--- config.mk ---
export PLATFORM = sky130hd
export DESIGN_NAME = information_frame_receiver
export DESIGN_NICKNAME = d
export VERILOG_FILES = /design/src/hw/rtl/ifr_pkg.sv /design/src/hw/rtl/ifr_front.sv /design/src/hw/rtl/ifr_queue.sv /design/src/hw/rtl/ifr_back.sv /design/src/hw/rtl/information_frame_receiver.sv
export SDC_FILE = /design/constraint.sdc
export NUM_CORES = 1
export LEC_CHECK = 0
export BUFFER_PORTS_ARGS = -buffer_cell sky130_fd_sc_hd__buf_2
export CORE_UTILIZATION = 59
export DETAILED_ROUTE_END_ITERATION = 12
export GPL_ROUTABILITY_DRIVEN = 0
export GPL_TIMING_DRIVEN = 0
export PLACE_DENSITY = 0.85
export SYNTH_ARGS = -nofsm -noshare
export SYNTH_HDL_FRONTEND = slang
export SYNTH_SLANG_ARGS = --single-unit
--- constraint.sdc ---
create_clock -name clk -period 3.3 [get_ports clk]
set_input_delay 0.33 -clock clk [delete_from_list [all_inputs] [get_ports clk]]
set_output_delay 0.33 -clock clk [all_outputs]
set_load 0.02 [all_outputs]
--- src/hw/rtl/ifr_pkg.sv ---
`timescale 1ns / 1ps
// ----------------------------------------------------------------------------
// ifr_pkg
// Shared types and constants of the information frame receiver.
// ----------------------------------------------------------------------------
package ifr_pkg;

  // Configuration register indexes.
  localparam logic [2:0] REG_FLAG_BYTE    = 3'd0;
  localparam logic [2:0] REG_ADDRESS_BYTE = 3'd1;
  localparam logic [2:0] REG_CONTROL_SEQ0 = 3'd2;
  localparam logic [2:0] REG_CONTROL_SEQ1 = 3'd3;
  localparam logic [2:0] REG_MAX_PAYLOAD  = 3'd4;

  // Reset values of the configuration registers.
  localparam logic [7:0]  FLAG_RESET    = 8'h7E;
  localparam logic [7:0]  ADDRESS_RESET = 8'h03;
  localparam logic [7:0]  SEQ0_RESET    = 8'h00;
  localparam logic [7:0]  SEQ1_RESET    = 8'h40;
  localparam logic [12:0] MAXPAY_RESET  = 13'd4096;

  // Input word modes.
  localparam logic MODE_BYTE    = 1'b0;
  localparam logic MODE_RESTART = 1'b1;

  // Largest value the 13-bit byte count can hold.
  localparam int unsigned COUNT_MAX = 8191;

  // Queue between the classifier and the phase engine.
  localparam int unsigned QUEUE_DEPTH = 2;
  localparam int unsigned QUEUE_AW    = 1;

  typedef enum logic [2:0] {
    PH_START = 3'd0,
    PH_FLAG  = 3'd1,
    PH_ADDR  = 3'd2,
    PH_CTRL  = 3'd3,
    PH_BCC1  = 3'd4,
    PH_DATA  = 3'd5,
    PH_STOP  = 3'd6,
    PH_ERROR = 3'd7
  } phase_t;

  // A received word after comparison against the configured bytes.
  typedef struct packed {
    logic       restart;
    logic       is_flag;
    logic       is_addr;
    logic       is_seq0;
    logic       is_seq1;
    logic       is_bcc0;
    logic       is_bcc1;
    logic [7:0] rx_byte;
  } class_t;

  // One result word.
  typedef struct packed {
    logic [12:0] payload_length;
    logic        sequence_bit;
    logic [11:0] payload_position;
    logic [7:0]  payload_byte;
    logic        payload_valid;
    logic [2:0]  phase;
  } result_t;

endpackage

--- src/hw/rtl/ifr_front.sv ---
`timescale 1ns / 1ps
// ----------------------------------------------------------------------------
// ifr_front
// Configuration registers and per-byte classification of received words.
// ----------------------------------------------------------------------------
module ifr_front #(
  parameter int unsigned PAYLOAD_LIMIT = 4096
) (
  input  logic            clk,
  input  logic            rst,
  input  logic            cfg_we,
  input  logic [2:0]      cfg_index,
  input  logic [12:0]     cfg_data,
  input  logic            mode,
  input  logic [7:0]      rx_byte,
  output ifr_pkg::class_t item,
  output logic [12:0]     limit
);

  localparam int unsigned LIMIT_CAP =
    (PAYLOAD_LIMIT > ifr_pkg::COUNT_MAX) ? ifr_pkg::COUNT_MAX : PAYLOAD_LIMIT;
  localparam logic [12:0] LIMIT_CAP13 = 13'(LIMIT_CAP);

  logic [7:0]  flag_byte;
  logic [7:0]  address_byte;
  logic [7:0]  control_seq0;
  logic [7:0]  control_seq1;
  logic [12:0] max_payload;

  always_ff @(posedge clk) begin
    if (rst) begin
      flag_byte    <= ifr_pkg::FLAG_RESET;
      address_byte <= ifr_pkg::ADDRESS_RESET;
      control_seq0 <= ifr_pkg::SEQ0_RESET;
      control_seq1 <= ifr_pkg::SEQ1_RESET;
      max_payload  <= ifr_pkg::MAXPAY_RESET;
    end else if (cfg_we) begin
      unique case (cfg_index)
        ifr_pkg::REG_FLAG_BYTE:    flag_byte    <= cfg_data[7:0];
        ifr_pkg::REG_ADDRESS_BYTE: address_byte <= cfg_data[7:0];
        ifr_pkg::REG_CONTROL_SEQ0: control_seq0 <= cfg_data[7:0];
        ifr_pkg::REG_CONTROL_SEQ1: control_seq1 <= cfg_data[7:0];
        ifr_pkg::REG_MAX_PAYLOAD:  max_payload  <= cfg_data;
        default: ;
      endcase
    end
  end

  // Both BCC1 candidates are checked here; the phase engine picks one by the
  // sequence it holds.
  always_comb begin
    item.restart = (mode == ifr_pkg::MODE_RESTART);
    item.is_flag = (rx_byte == flag_byte);
    item.is_addr = (rx_byte == address_byte);
    item.is_seq0 = (rx_byte == control_seq0);
    item.is_seq1 = (rx_byte == control_seq1);
    item.is_bcc0 = (rx_byte == (address_byte ^ control_seq0));
    item.is_bcc1 = (rx_byte == (address_byte ^ control_seq1));
    item.rx_byte = rx_byte;
  end

  assign limit = (max_payload > LIMIT_CAP13) ? LIMIT_CAP13 : max_payload;

endmodule

--- src/hw/rtl/ifr_queue.sv ---
`timescale 1ns / 1ps
// ----------------------------------------------------------------------------
// ifr_queue
// Short queue of classified words between the classifier and phase engine.
// ----------------------------------------------------------------------------
module ifr_queue (
  input  logic            clk,
  input  logic            rst,
  input  logic            push,
  input  ifr_pkg::class_t push_item,
  output logic            full,
  input  logic            pop,
  output logic            nonempty,
  output ifr_pkg::class_t pop_item
);

  localparam logic [ifr_pkg::QUEUE_AW:0] DEPTH_N = (ifr_pkg::QUEUE_AW + 1)'(ifr_pkg::QUEUE_DEPTH);

  ifr_pkg::class_t mem [ifr_pkg::QUEUE_DEPTH];

  logic [ifr_pkg::QUEUE_AW-1:0] wr_ptr;
  logic [ifr_pkg::QUEUE_AW-1:0] rd_ptr;
  logic [ifr_pkg::QUEUE_AW:0]   count;

  assign full     = (count == DEPTH_N);
  assign nonempty = (count != '0);
  assign pop_item = mem[rd_ptr];

  always_ff @(posedge clk) begin
    if (push) begin
      mem[wr_ptr] <= push_item;
    end
  end

  always_ff @(posedge clk) begin
    if (rst) begin
      wr_ptr <= '0;
      rd_ptr <= '0;
      count  <= '0;
    end else begin
      if (push) begin
        wr_ptr <= wr_ptr + 1'b1;
      end
      if (pop) begin
        rd_ptr <= rd_ptr + 1'b1;
      end
      if (push && !pop) begin
        count <= count + 1'b1;
      end else if (pop && !push) begin
        count <= count - 1'b1;
      end
    end
  end

endmodule

--- src/hw/rtl/ifr_back.sv ---
`timescale 1ns / 1ps
// ----------------------------------------------------------------------------
// ifr_back
// Receive phase engine, payload counter and registered result word.
// ----------------------------------------------------------------------------
module ifr_back (
  input  logic             clk,
  input  logic             rst,
  input  logic             in_valid,
  input  ifr_pkg::class_t  in_item,
  output logic             in_pop,
  input  logic [12:0]      limit,
  output logic             out_valid,
  input  logic             out_ready,
  output ifr_pkg::result_t out_word
);

  ifr_pkg::phase_t phase;
  ifr_pkg::phase_t phase_next;
  logic            sequence_held;
  logic            sequence_held_next;
  logic [12:0]     byte_count;
  logic [12:0]     byte_count_next;
  logic            stored;
  logic            bcc_ok;

  assign in_pop = in_valid && (!out_valid || out_ready);
  assign bcc_ok = sequence_held ? in_item.is_bcc1 : in_item.is_bcc0;

  // Next phase.
  always_comb begin
    phase_next = phase;
    if (in_item.restart) begin
      phase_next = ifr_pkg::PH_START;
    end else begin
      unique case (phase)
        ifr_pkg::PH_START: begin
          if (in_item.is_flag) phase_next = ifr_pkg::PH_FLAG;
        end
        ifr_pkg::PH_FLAG: begin
          priority if (in_item.is_addr) phase_next = ifr_pkg::PH_ADDR;
          else if (!in_item.is_flag)    phase_next = ifr_pkg::PH_START;
          else                          phase_next = ifr_pkg::PH_FLAG;
        end
        ifr_pkg::PH_ADDR: begin
          priority if (in_item.is_seq0 || in_item.is_seq1) phase_next = ifr_pkg::PH_CTRL;
          else if (in_item.is_flag) phase_next = ifr_pkg::PH_FLAG;
          else                      phase_next = ifr_pkg::PH_START;
        end
        ifr_pkg::PH_CTRL: begin
          priority if (bcc_ok)      phase_next = ifr_pkg::PH_BCC1;
          else if (in_item.is_flag) phase_next = ifr_pkg::PH_FLAG;
          else                      phase_next = ifr_pkg::PH_START;
        end
        ifr_pkg::PH_BCC1, ifr_pkg::PH_DATA: begin
          priority if (in_item.is_flag) begin
            phase_next = (phase == ifr_pkg::PH_BCC1) ? ifr_pkg::PH_FLAG : ifr_pkg::PH_STOP;
          end else if (byte_count < limit) begin
            phase_next = ifr_pkg::PH_DATA;
          end else begin
            phase_next = ifr_pkg::PH_ERROR;
          end
        end
        ifr_pkg::PH_STOP, ifr_pkg::PH_ERROR: ;
        default: ;
      endcase
    end
  end

  // Sequence, payload count and store decision.
  always_comb begin
    sequence_held_next = sequence_held;
    byte_count_next    = byte_count;
    stored             = 1'b0;
    if (in_item.restart) begin
      byte_count_next = '0;
    end else begin
      if (phase == ifr_pkg::PH_ADDR) begin
        priority if (in_item.is_seq0) sequence_held_next = 1'b0;
        else if (in_item.is_seq1)     sequence_held_next = 1'b1;
        else                          sequence_held_next = sequence_held;
      end
      if ((phase == ifr_pkg::PH_BCC1 || phase == ifr_pkg::PH_DATA) &&
          !in_item.is_flag && byte_count < limit) begin
        stored          = 1'b1;
        byte_count_next = byte_count + 13'd1;
      end
    end
  end

  always_ff @(posedge clk) begin
    if (rst) begin
      phase         <= ifr_pkg::PH_START;
      sequence_held <= 1'b0;
      byte_count    <= '0;
      out_valid     <= 1'b0;
    end else begin
      if (in_pop) begin
        phase         <= phase_next;
        sequence_held <= sequence_held_next;
        byte_count    <= byte_count_next;
        out_valid     <= 1'b1;
      end else if (out_ready) begin
        out_valid <= 1'b0;
      end
    end
  end

  always_ff @(posedge clk) begin
    if (in_pop) begin
      out_word.phase            <= phase_next;
      out_word.payload_valid    <= stored;
      out_word.payload_byte     <= stored ? in_item.rx_byte : 8'd0;
      out_word.payload_position <= stored ? byte_count[11:0] : 12'd0;
      out_word.sequence_bit     <= sequence_held_next;
      out_word.payload_length   <= byte_count_next;
    end
  end

endmodule

--- src/hw/rtl/information_frame_receiver.sv ---
`timescale 1ns / 1ps
// ----------------------------------------------------------------------------
// information_frame_receiver
// Path: a word accepted on the input is written into the queue and then
// loaded into the output register when the output is not stalled.
// Throughput: one word per cycle while the output is not stalled.
// Reset: synchronous; registers take their defaults, phase goes to start,
// sequence and payload count to zero, queue and output empty.
// ----------------------------------------------------------------------------
module information_frame_receiver #(
  parameter int unsigned PAYLOAD_LIMIT = 4096
) (
  input  logic        clk,
  input  logic        rst,
  input  logic        cfg_we,
  input  logic [2:0]  cfg_index,
  input  logic [12:0] cfg_data,
  input  logic        s_tvalid,
  output logic        s_tready,
  input  logic [7:0]  s_tdata,   // [7:0] rx_byte
  input  logic        s_tuser,   // [0] mode
  output logic        m_tvalid,
  input  logic        m_tready,
  // [2:0] phase, [10:3] payload_byte, [22:11] payload_position,
  // [23] sequence_bit, [36:24] payload_length, [39:37] zero
  output logic [39:0] m_tdata,
  output logic        m_tuser    // [0] payload_valid
);

  ifr_pkg::class_t  front_item;
  ifr_pkg::class_t  queue_item;
  ifr_pkg::result_t result;
  logic [12:0]      limit;
  logic             queue_full;
  logic             queue_nonempty;
  logic             queue_pop;

  assign s_tready = !queue_full;

  ifr_front #(
    .PAYLOAD_LIMIT(PAYLOAD_LIMIT)
  ) u_front (
    .clk      (clk),
    .rst      (rst),
    .cfg_we   (cfg_we),
    .cfg_index(cfg_index),
    .cfg_data (cfg_data),
    .mode     (s_tuser),
    .rx_byte  (s_tdata),
    .item     (front_item),
    .limit    (limit)
  );

  ifr_queue u_queue (
    .clk      (clk),
    .rst      (rst),
    .push     (s_tvalid && s_tready),
    .push_item(front_item),
    .full     (queue_full),
    .pop      (queue_pop),
    .nonempty (queue_nonempty),
    .pop_item (queue_item)
  );

  ifr_back u_back (
    .clk      (clk),
    .rst      (rst),
    .in_valid (queue_nonempty),
    .in_item  (queue_item),
    .in_pop   (queue_pop),
    .limit    (limit),
    .out_valid(m_tvalid),
    .out_ready(m_tready),
    .out_word (result)
  );

  assign m_tdata = {3'd0, result.payload_length, result.sequence_bit,
                    result.payload_position, result.payload_byte, result.phase};
  assign m_tuser = result.payload_valid;

endmodule
=== Word-level counts from Yosys, hierarchy flattened ===
Memory sizes are Yosys's and may differ from the RTL's. A register that Yosys moved wholly into a read port is not among the register bits.
Cells that the tools add are included.

* Output and inout bits: 43
* Bits in writable memories: 30
* Logic and storage cells: 97
* Memories kept: 1
* Input port bits: 30
* Bits in registers: 105

{| class="wikitable"
|+ Memories
! name !! depth !! bits a word !! read ports !! clocked after Yosys merged registers in !! wr ports !! line !! source
|-
| u_queue.mem || 2 || 15 || 1 || 1 || 1 || ifr_queue.sv:19 || <nowiki>ifr_pkg::class_t mem [ifr_pkg::QUEUE_DEPTH];</nowiki>
|}

* Reductions and logical operators: 25
* Order comparisons: 2
* Multiplexer cells: 28
* Bitwise gates (word level): 2
* $add $sub $neg: 5
* Eq/ne operators: 16

{| class="wikitable"
|+ Operators with widths
! kind !! number
|-
| 8-bit == test || 6
|-
| 13-bit 2-to-1 mux || 3
|-
| 3-bit 2-to-1 mux || 7
|-
| 8-bit bitwise XOR || 2
|-
| 3-bit one-hot mux with 5 select lines || 1
|-
| 1-bit 2-to-1 mux || 14
|-
| 13-bit by 1-bit adder with 13-bit output (second input constant) || 1
|-
| 13-bit greater-than comparator (second input constant) || 1
|-
| 13-bit less-than comparator || 1
|-
| 3-bit by 2-bit == test with 1-bit output (second input constant) || 4
|-
| 2-bit AND reduction || 5
|-
| 3-bit == test (second input constant) || 3
|-
| 3-bit by 1-bit == test with 1-bit output (second input constant) || 2
|-
| 1-bit logical AND || 6
|-
| 3-bit logical NOT || 2
|-
| 2-bit 2-to-1 mux || 3
|-
| 2-bit nonzero test || 3
|-
| 1-bit logical NOT || 5
|-
| 1-bit logical OR || 3
|-
| 1-bit adder (second input constant) || 2
|-
| 2-bit by 1-bit adder with 2-bit output (second input constant) || 1
|-
| 2-bit == test (second input constant) || 1
|-
| 2-bit OR reduction || 1
|-
| 2-bit by 1-bit subtractor with 2-bit output (second input constant) || 1
|}

=== Logic depth before layout (Yosys ltp) ===
* Word-level depth: 7
* Mapped depth: 12
* Mapped depth without buffers: 9

=== Modules after synthesis ===
A second synthesis with hierarchy kept.

* Cells, all modules: 672
* Area, all modules: 7033.0 um2

{| class="wikitable"
|+ By module, submodules not included
! module !! cells each !! area each (um2) !! sequential area each (um2) !! instances
|-
| ifr_back || 326 || 3193.1 || 1501.4 || 1
|-
| ifr_front || 271 || 2511.2 || 900.9 || 1
|-
| ifr_queue || 69 || 1292.5 || 1001.0 || 1
|-
| information_frame_receiver || 6 || 36.3 || 0.0 || 1
|}

=== Least setup slack after synthesis ===
OpenSTA, ideal clock, no wires.

* Path type: register -> register
* From: reg u_front.max_payload[12]
* To: reg u_back.byte_count[9]
* Buffers on the path: 1
* Required time: 3226 ps
* Stages on the path, launching flop included: 10
* Setup slack: 602 ps
* Library setup time: 74 ps
* Clock period less this slack: 2698 ps
* Data arrival time: 2623 ps
* Cell sequence: dfxtp_1 inv_1 clkbuf_1 nand2_1 ha_1 a21oi_1 o2111ai_4 or4_4 or4_1 a31oi_1

* Cells in the longest elaborated chain, start to end: 6

{| class="wikitable"
|+ RTL lines
! element !! line !! source
|-
| start: declaration || ifr_front.sv:28 || <nowiki>logic [12:0] max_payload;</nowiki>
|-
| start signal: assignment || ifr_front.sv:36 || <nowiki>max_payload <= ifr_pkg::MAXPAY_RESET;</nowiki>
|-
| start signal: assignment || ifr_front.sv:43 || <nowiki>ifr_pkg::REG_MAX_PAYLOAD: max_payload <= cfg_data;</nowiki>
|-
| 13-bit greater-than comparator || ifr_front.sv:62 || <nowiki>assign limit = (max_payload > LIMIT_CAP13) ? LIMIT_CAP13 : max_payload;</nowiki>
|-
| 13-bit 2-to-1 mux (*) || ifr_front.sv:62 ||
|-
| 13-bit less-than comparator (*) || ifr_back.sv:84 || <nowiki>!in_item.is_flag && byte_count < limit) begin</nowiki>
|-
| 1-bit logical AND (*) || ifr_back.sv:84 ||
|-
| 13-bit 2-to-1 mux (*) || ifr_back.sv:83 || <nowiki>if ((phase == ifr_pkg::PH_BCC1 || phase == ifr_pkg::PH_DATA) &&</nowiki>
|-
| 13-bit 2-to-1 mux (*) || ifr_back.sv:75 || <nowiki>if (in_item.restart) begin</nowiki>
|-
| end signal: assignment || ifr_back.sv:101 || <nowiki>byte_count <= byte_count_next;</nowiki>
|-
| end: declaration || ifr_back.sv:22 || <nowiki>logic [12:0] byte_count;</nowiki>
|}

Every way passes the cells marked *; elsewhere a longest branch is shown, timed or not.
A chain may end at the register's enable or synchronous reset.

=== Final worst setup path ===
* From: reg u_front.max_payload[12]
* To: reg u_back.out_word[4] (netlist bit), data pin

* Cells in the longest elaborated chain, start to end: 6

{| class="wikitable"
|+ RTL lines
! element !! line !! source
|-
| 13-bit greater-than comparator || ifr_front.sv:62 ||
|-
| 13-bit 2-to-1 mux (*) || ifr_front.sv:62 ||
|-
| 13-bit less-than comparator (*) || ifr_back.sv:84 ||
|-
| 1-bit logical AND (*) || ifr_back.sv:84 ||
|-
| 1-bit 2-to-1 mux (*) || ifr_back.sv:83 ||
|-
| 1-bit 2-to-1 mux (*) || ifr_back.sv:75 ||
|-
| end: declaration || ifr_back.sv:15 || <nowiki>output ifr_pkg::result_t out_word</nowiki>
|}

Marked as above.

==> impl_metrics.tcl <==
set metrics [dict create \
    vias_per_cell 6.19 \
    area_delta_synth_final_pct 17.4 \
    synthMuxAreaShare 0.0396 \
    leakage_nw 2.79 \
    clkPwrFrac 0.333 \
    pwr-share-seq 0.426 \
    synth_area_leaders "edfxtp_1 31%, dfxtp_1 21%, nand2_1 6.5%, xnor2_1 5.0%, a21oi_1 4.0%" \
    slowest_delay_ps 390 \
    syn_area_mm2 0.00648 \
    ys.flop_type "edfxtp_1" \
    tightest_slew_ps 916 \
    synth-xor-area-share 0.0702 \
    synth_top_area_share 0.315 \
    p_comb_frac 0.241 \
    grt_pass1_wl_um 25900 \
    fin_ws_ps 250 \
    synth_cells 658 \
    post-cts-setup-buffers 0 \
    rsz0062_at_grt "false" \
    grt_start_max_net_pins 45 \
    switchingPower_w 0.00172 \
    synth_top_area_cell "edfxtp_1" \
    fin_crit_ps 3050 \
    crit_slowest_cell "o2111a_1" \
    ys_ff_latch 136 \
    clockBufferDepth 2 \
    route.vias.total 5575 \
    avgSynthCellArea_um2 9.86 \
    path_class "flop to flop" \
    cap_viol_max_count 0 \
    grt_usage 0.299 \
    ant_nets 0 \
    grt_pass1_vias 5282 \
    synth_fa_ha_area_frac 0.0270 \
    slew_headroom 0.388 \
    dieHeight_um 107 \
    floorplan.initialDensity 0.617 \
    p_per_area_mw_per_mm2 684 \
    pre_cts_ws_ps 104 \
    hp-class "input pin to flop" \
    fmax_mhz 328 \
    grt_overflow 0 \
    hold_violations 0 \
    setup.worst_path.end_class "flop" \
    yosysWarnings 0 \
    rows 37 \
    fin_tns_setup_ps 0 \
    crit_buf_inv 3 \
    crit_chain "clkinvlp_4 > nand2_1 > ha_1 > a21oi_1 > o2111a_1 > and2_1 > clkbuf_1 > nand3_1 > clkbuf_1 > nor2_1" \
    nets 795 \
    critPathArrivalTime_ps 3440 \
    min_period_over_period 0.924 \
    dp.cells 864 \
    final_util 0.724 \
    antenna_found_initial 0 \
    die_width_um 107 \
    finalSetupViolCount 0 \
    ios 73 \
    root_buffer "clkbuf_8" \
    synth-compound-area-share 0.108 \
    cp_max_fo 13 \
    clk_latency_ps 550 \
    drt-pass1-iter-count 6 \
    wl_per_cell_um 18.0 \
    outcome "finished, final reports clean" \
    htreeDepth 4 \
    critPathRequiredTime_ps 3690 \
    seq_area_frac_synth 0.525 \
    layout.cells.non_filler 900 \
    core_mm2 0.0105 \
    synthArstFlopShare 0 \
    cts.clk_slew.worst_paths_ps 60 \
    ir_worst_vdd_mv 0.420 \
    drive_gt1_frac 0.158 \
    drt-total-wl_um 16200 \
    antenna_cells 0 \
    regArea_mm2 0.00340 \
    maxSlewViolCount 0 \
    drtIter0Drc 524 \
    dieArea_mm2 0.0114 \
    synth_top_family_by_area "simple AND/OR/NAND/NOR gates" \
    multi_input_area_mm2 0.00287 \
    path_common_cell "clkbuf_1" \
    synth_edf_count 68 \
    cts_tree "yes" \
    dp_hpwl_um 11200 \
    port_buffers 68 \
    cts_buffers 17 \
    intPower_w 0.00348 \
    fill_cells 692 \
    yosys.cell_types.count 52 \
    startpoint_type "flop" \
    switching_share 0.331 \
    clock-sinks 136 \
    synth_simple_gate_area_frac 0.194 \
    cp_top_family "buffers and inverters" \
    finClkSkew_ps 8.51 \
    drcViolationCount 0 \
]
## tightest hold or removal path, cell delays in order
cell and delay [ps]:
buf_2 80, nand2_1 40, o211ai_1 70
## registers in the layout, indices dropped and copies added (netlist names), 2 cells and up, named ones only
signal / cells
u_front.max_payload: 13
u_back.out_word: 38
u_front.address_byte: 8
u_front.control_seq0: 8
u_front.control_seq1: 8
u_queue.mem: 30
u_back.byte_count: 13
u_back.phase: 3
u_queue.count: 2
u_front.flag_byte: 8
## synthesized netlist by cell type (6+ instances only)
cell / number
and2_1: 13
ha_1: 14
and3_1: 8
nor2_1: 40
o211ai_1: 6
edfxtp_1: 68
clkbuf_1: 35
o21ai_0: 19
xnor2_1: 37
a31oi_1: 8
nand3_1: 20
dfxtp_1: 68
a21oi_1: 52
or3_1: 10
xor2_1: 15
mux2i_1: 20
nand4_1: 27
nor3_1: 8
inv_1: 10
nand2_1: 113
## worst paths after layout
| check | from | end | slack, ps | cells past startpoint |
|---|---|---|---|---|
| max | u_front.max_payload[12] | u_back.out_word[4] | 250 | 10 |
| min | cfg_data[12] | u_front.max_payload[12] | 10 | 3 |
| max reg2reg | u_front.max_payload[12] | u_back.out_word[4] | 250 | 10 |
| min reg2reg | u_front.max_payload[5] | u_front.max_payload[5] | 460 | 2 |
## final cells by class
| cell class | instances | share of cell area |
|---|---|---|
| clock inverter | 12 | 0.0118 |
| inverter | 11 | 0.00592 |
| multi-input combinational | 469 | 0.377 |
| buffer | 42 | 0.0238 |
| timing repair buffer | 74 | 0.0526 |
| tap | 136 | 0.0224 |
| sequential | 136 | 0.447 |
| clock buffer | 20 | 0.0598 |
## through the flow
stage                     hold slack [ps]  instance area (µm²)  total power (W)
after global placement                447                 7000          0.00342
after detailed placement              453                 7000          0.00348
after global routing                 13.0                 7610          0.00539
final                                12.8                 7610          0.00521
after CTS                            10.3                 7610          0.00520
after floorplan                       429                 6490          0.00308
## power by group through the flow
stage / combinational, W / clock (W) / sequential [W]
after floorplan: 0.000618 / 0 / 0.00246
after global placement: 0.00118 / 0 / 0.00224
after detailed placement: 0.00122 / 0 / 0.00226
after CTS: 0.00124 / 0.00174 / 0.00223
after global routing: 0.00134 / 0.00181 / 0.00224
final: 0.00125 / 0.00174 / 0.00222
## what timing repair did
action                     in CTS  in global routing
hold buffers                    6                  0
hold endpoints to repair       11                  0
setup endpoints to repair       0                 37
resized for setup               0                  4
## per-layer routing
layer | vias to the layer above | routed length [µm] | global-route usage
met1 | 2577 | 6250 | 0.381
met4 | 0 | 560 | 0.149
met2 | 393 | 7620 | 0.478
met3 | 71 | 1740 | 0.0693
met5 | - | 0 | 0
li1 | 2534 | - | -
## kinds of logic after synthesis
family | count (synthesis)
fa+ha+maj | 14
flops | 136
simple gates | 264
buf+inv | 55
other cells | 1
compound gates | 112
xor+xnor | 52
mux | 24
## layout by cell type (no fill, tap or decap), drive strengths merged, types with 8 or more instances in the layout
master / netlist / layout
a21oi: 52 / 52
a31oi: 8 / 8
and2: 13 / 13
and3: 8 / 8
buf: 9 / 77
clkbuf: 35 / 53
dfxtp: 68 / 68
edfxtp: 68 / 68
ha: 14 / 14
inv: 10 / 16
mux2i: 21 / 21
nand2: 113 / 113
nand3: 20 / 20
nand4: 27 / 27
nor2: 40 / 40
nor3: 8 / 8
o21ai: 19 / 19
or3: 10 / 10
xnor2: 37 / 37
xor2: 15 / 15
(Power assumes the default switching activity.)
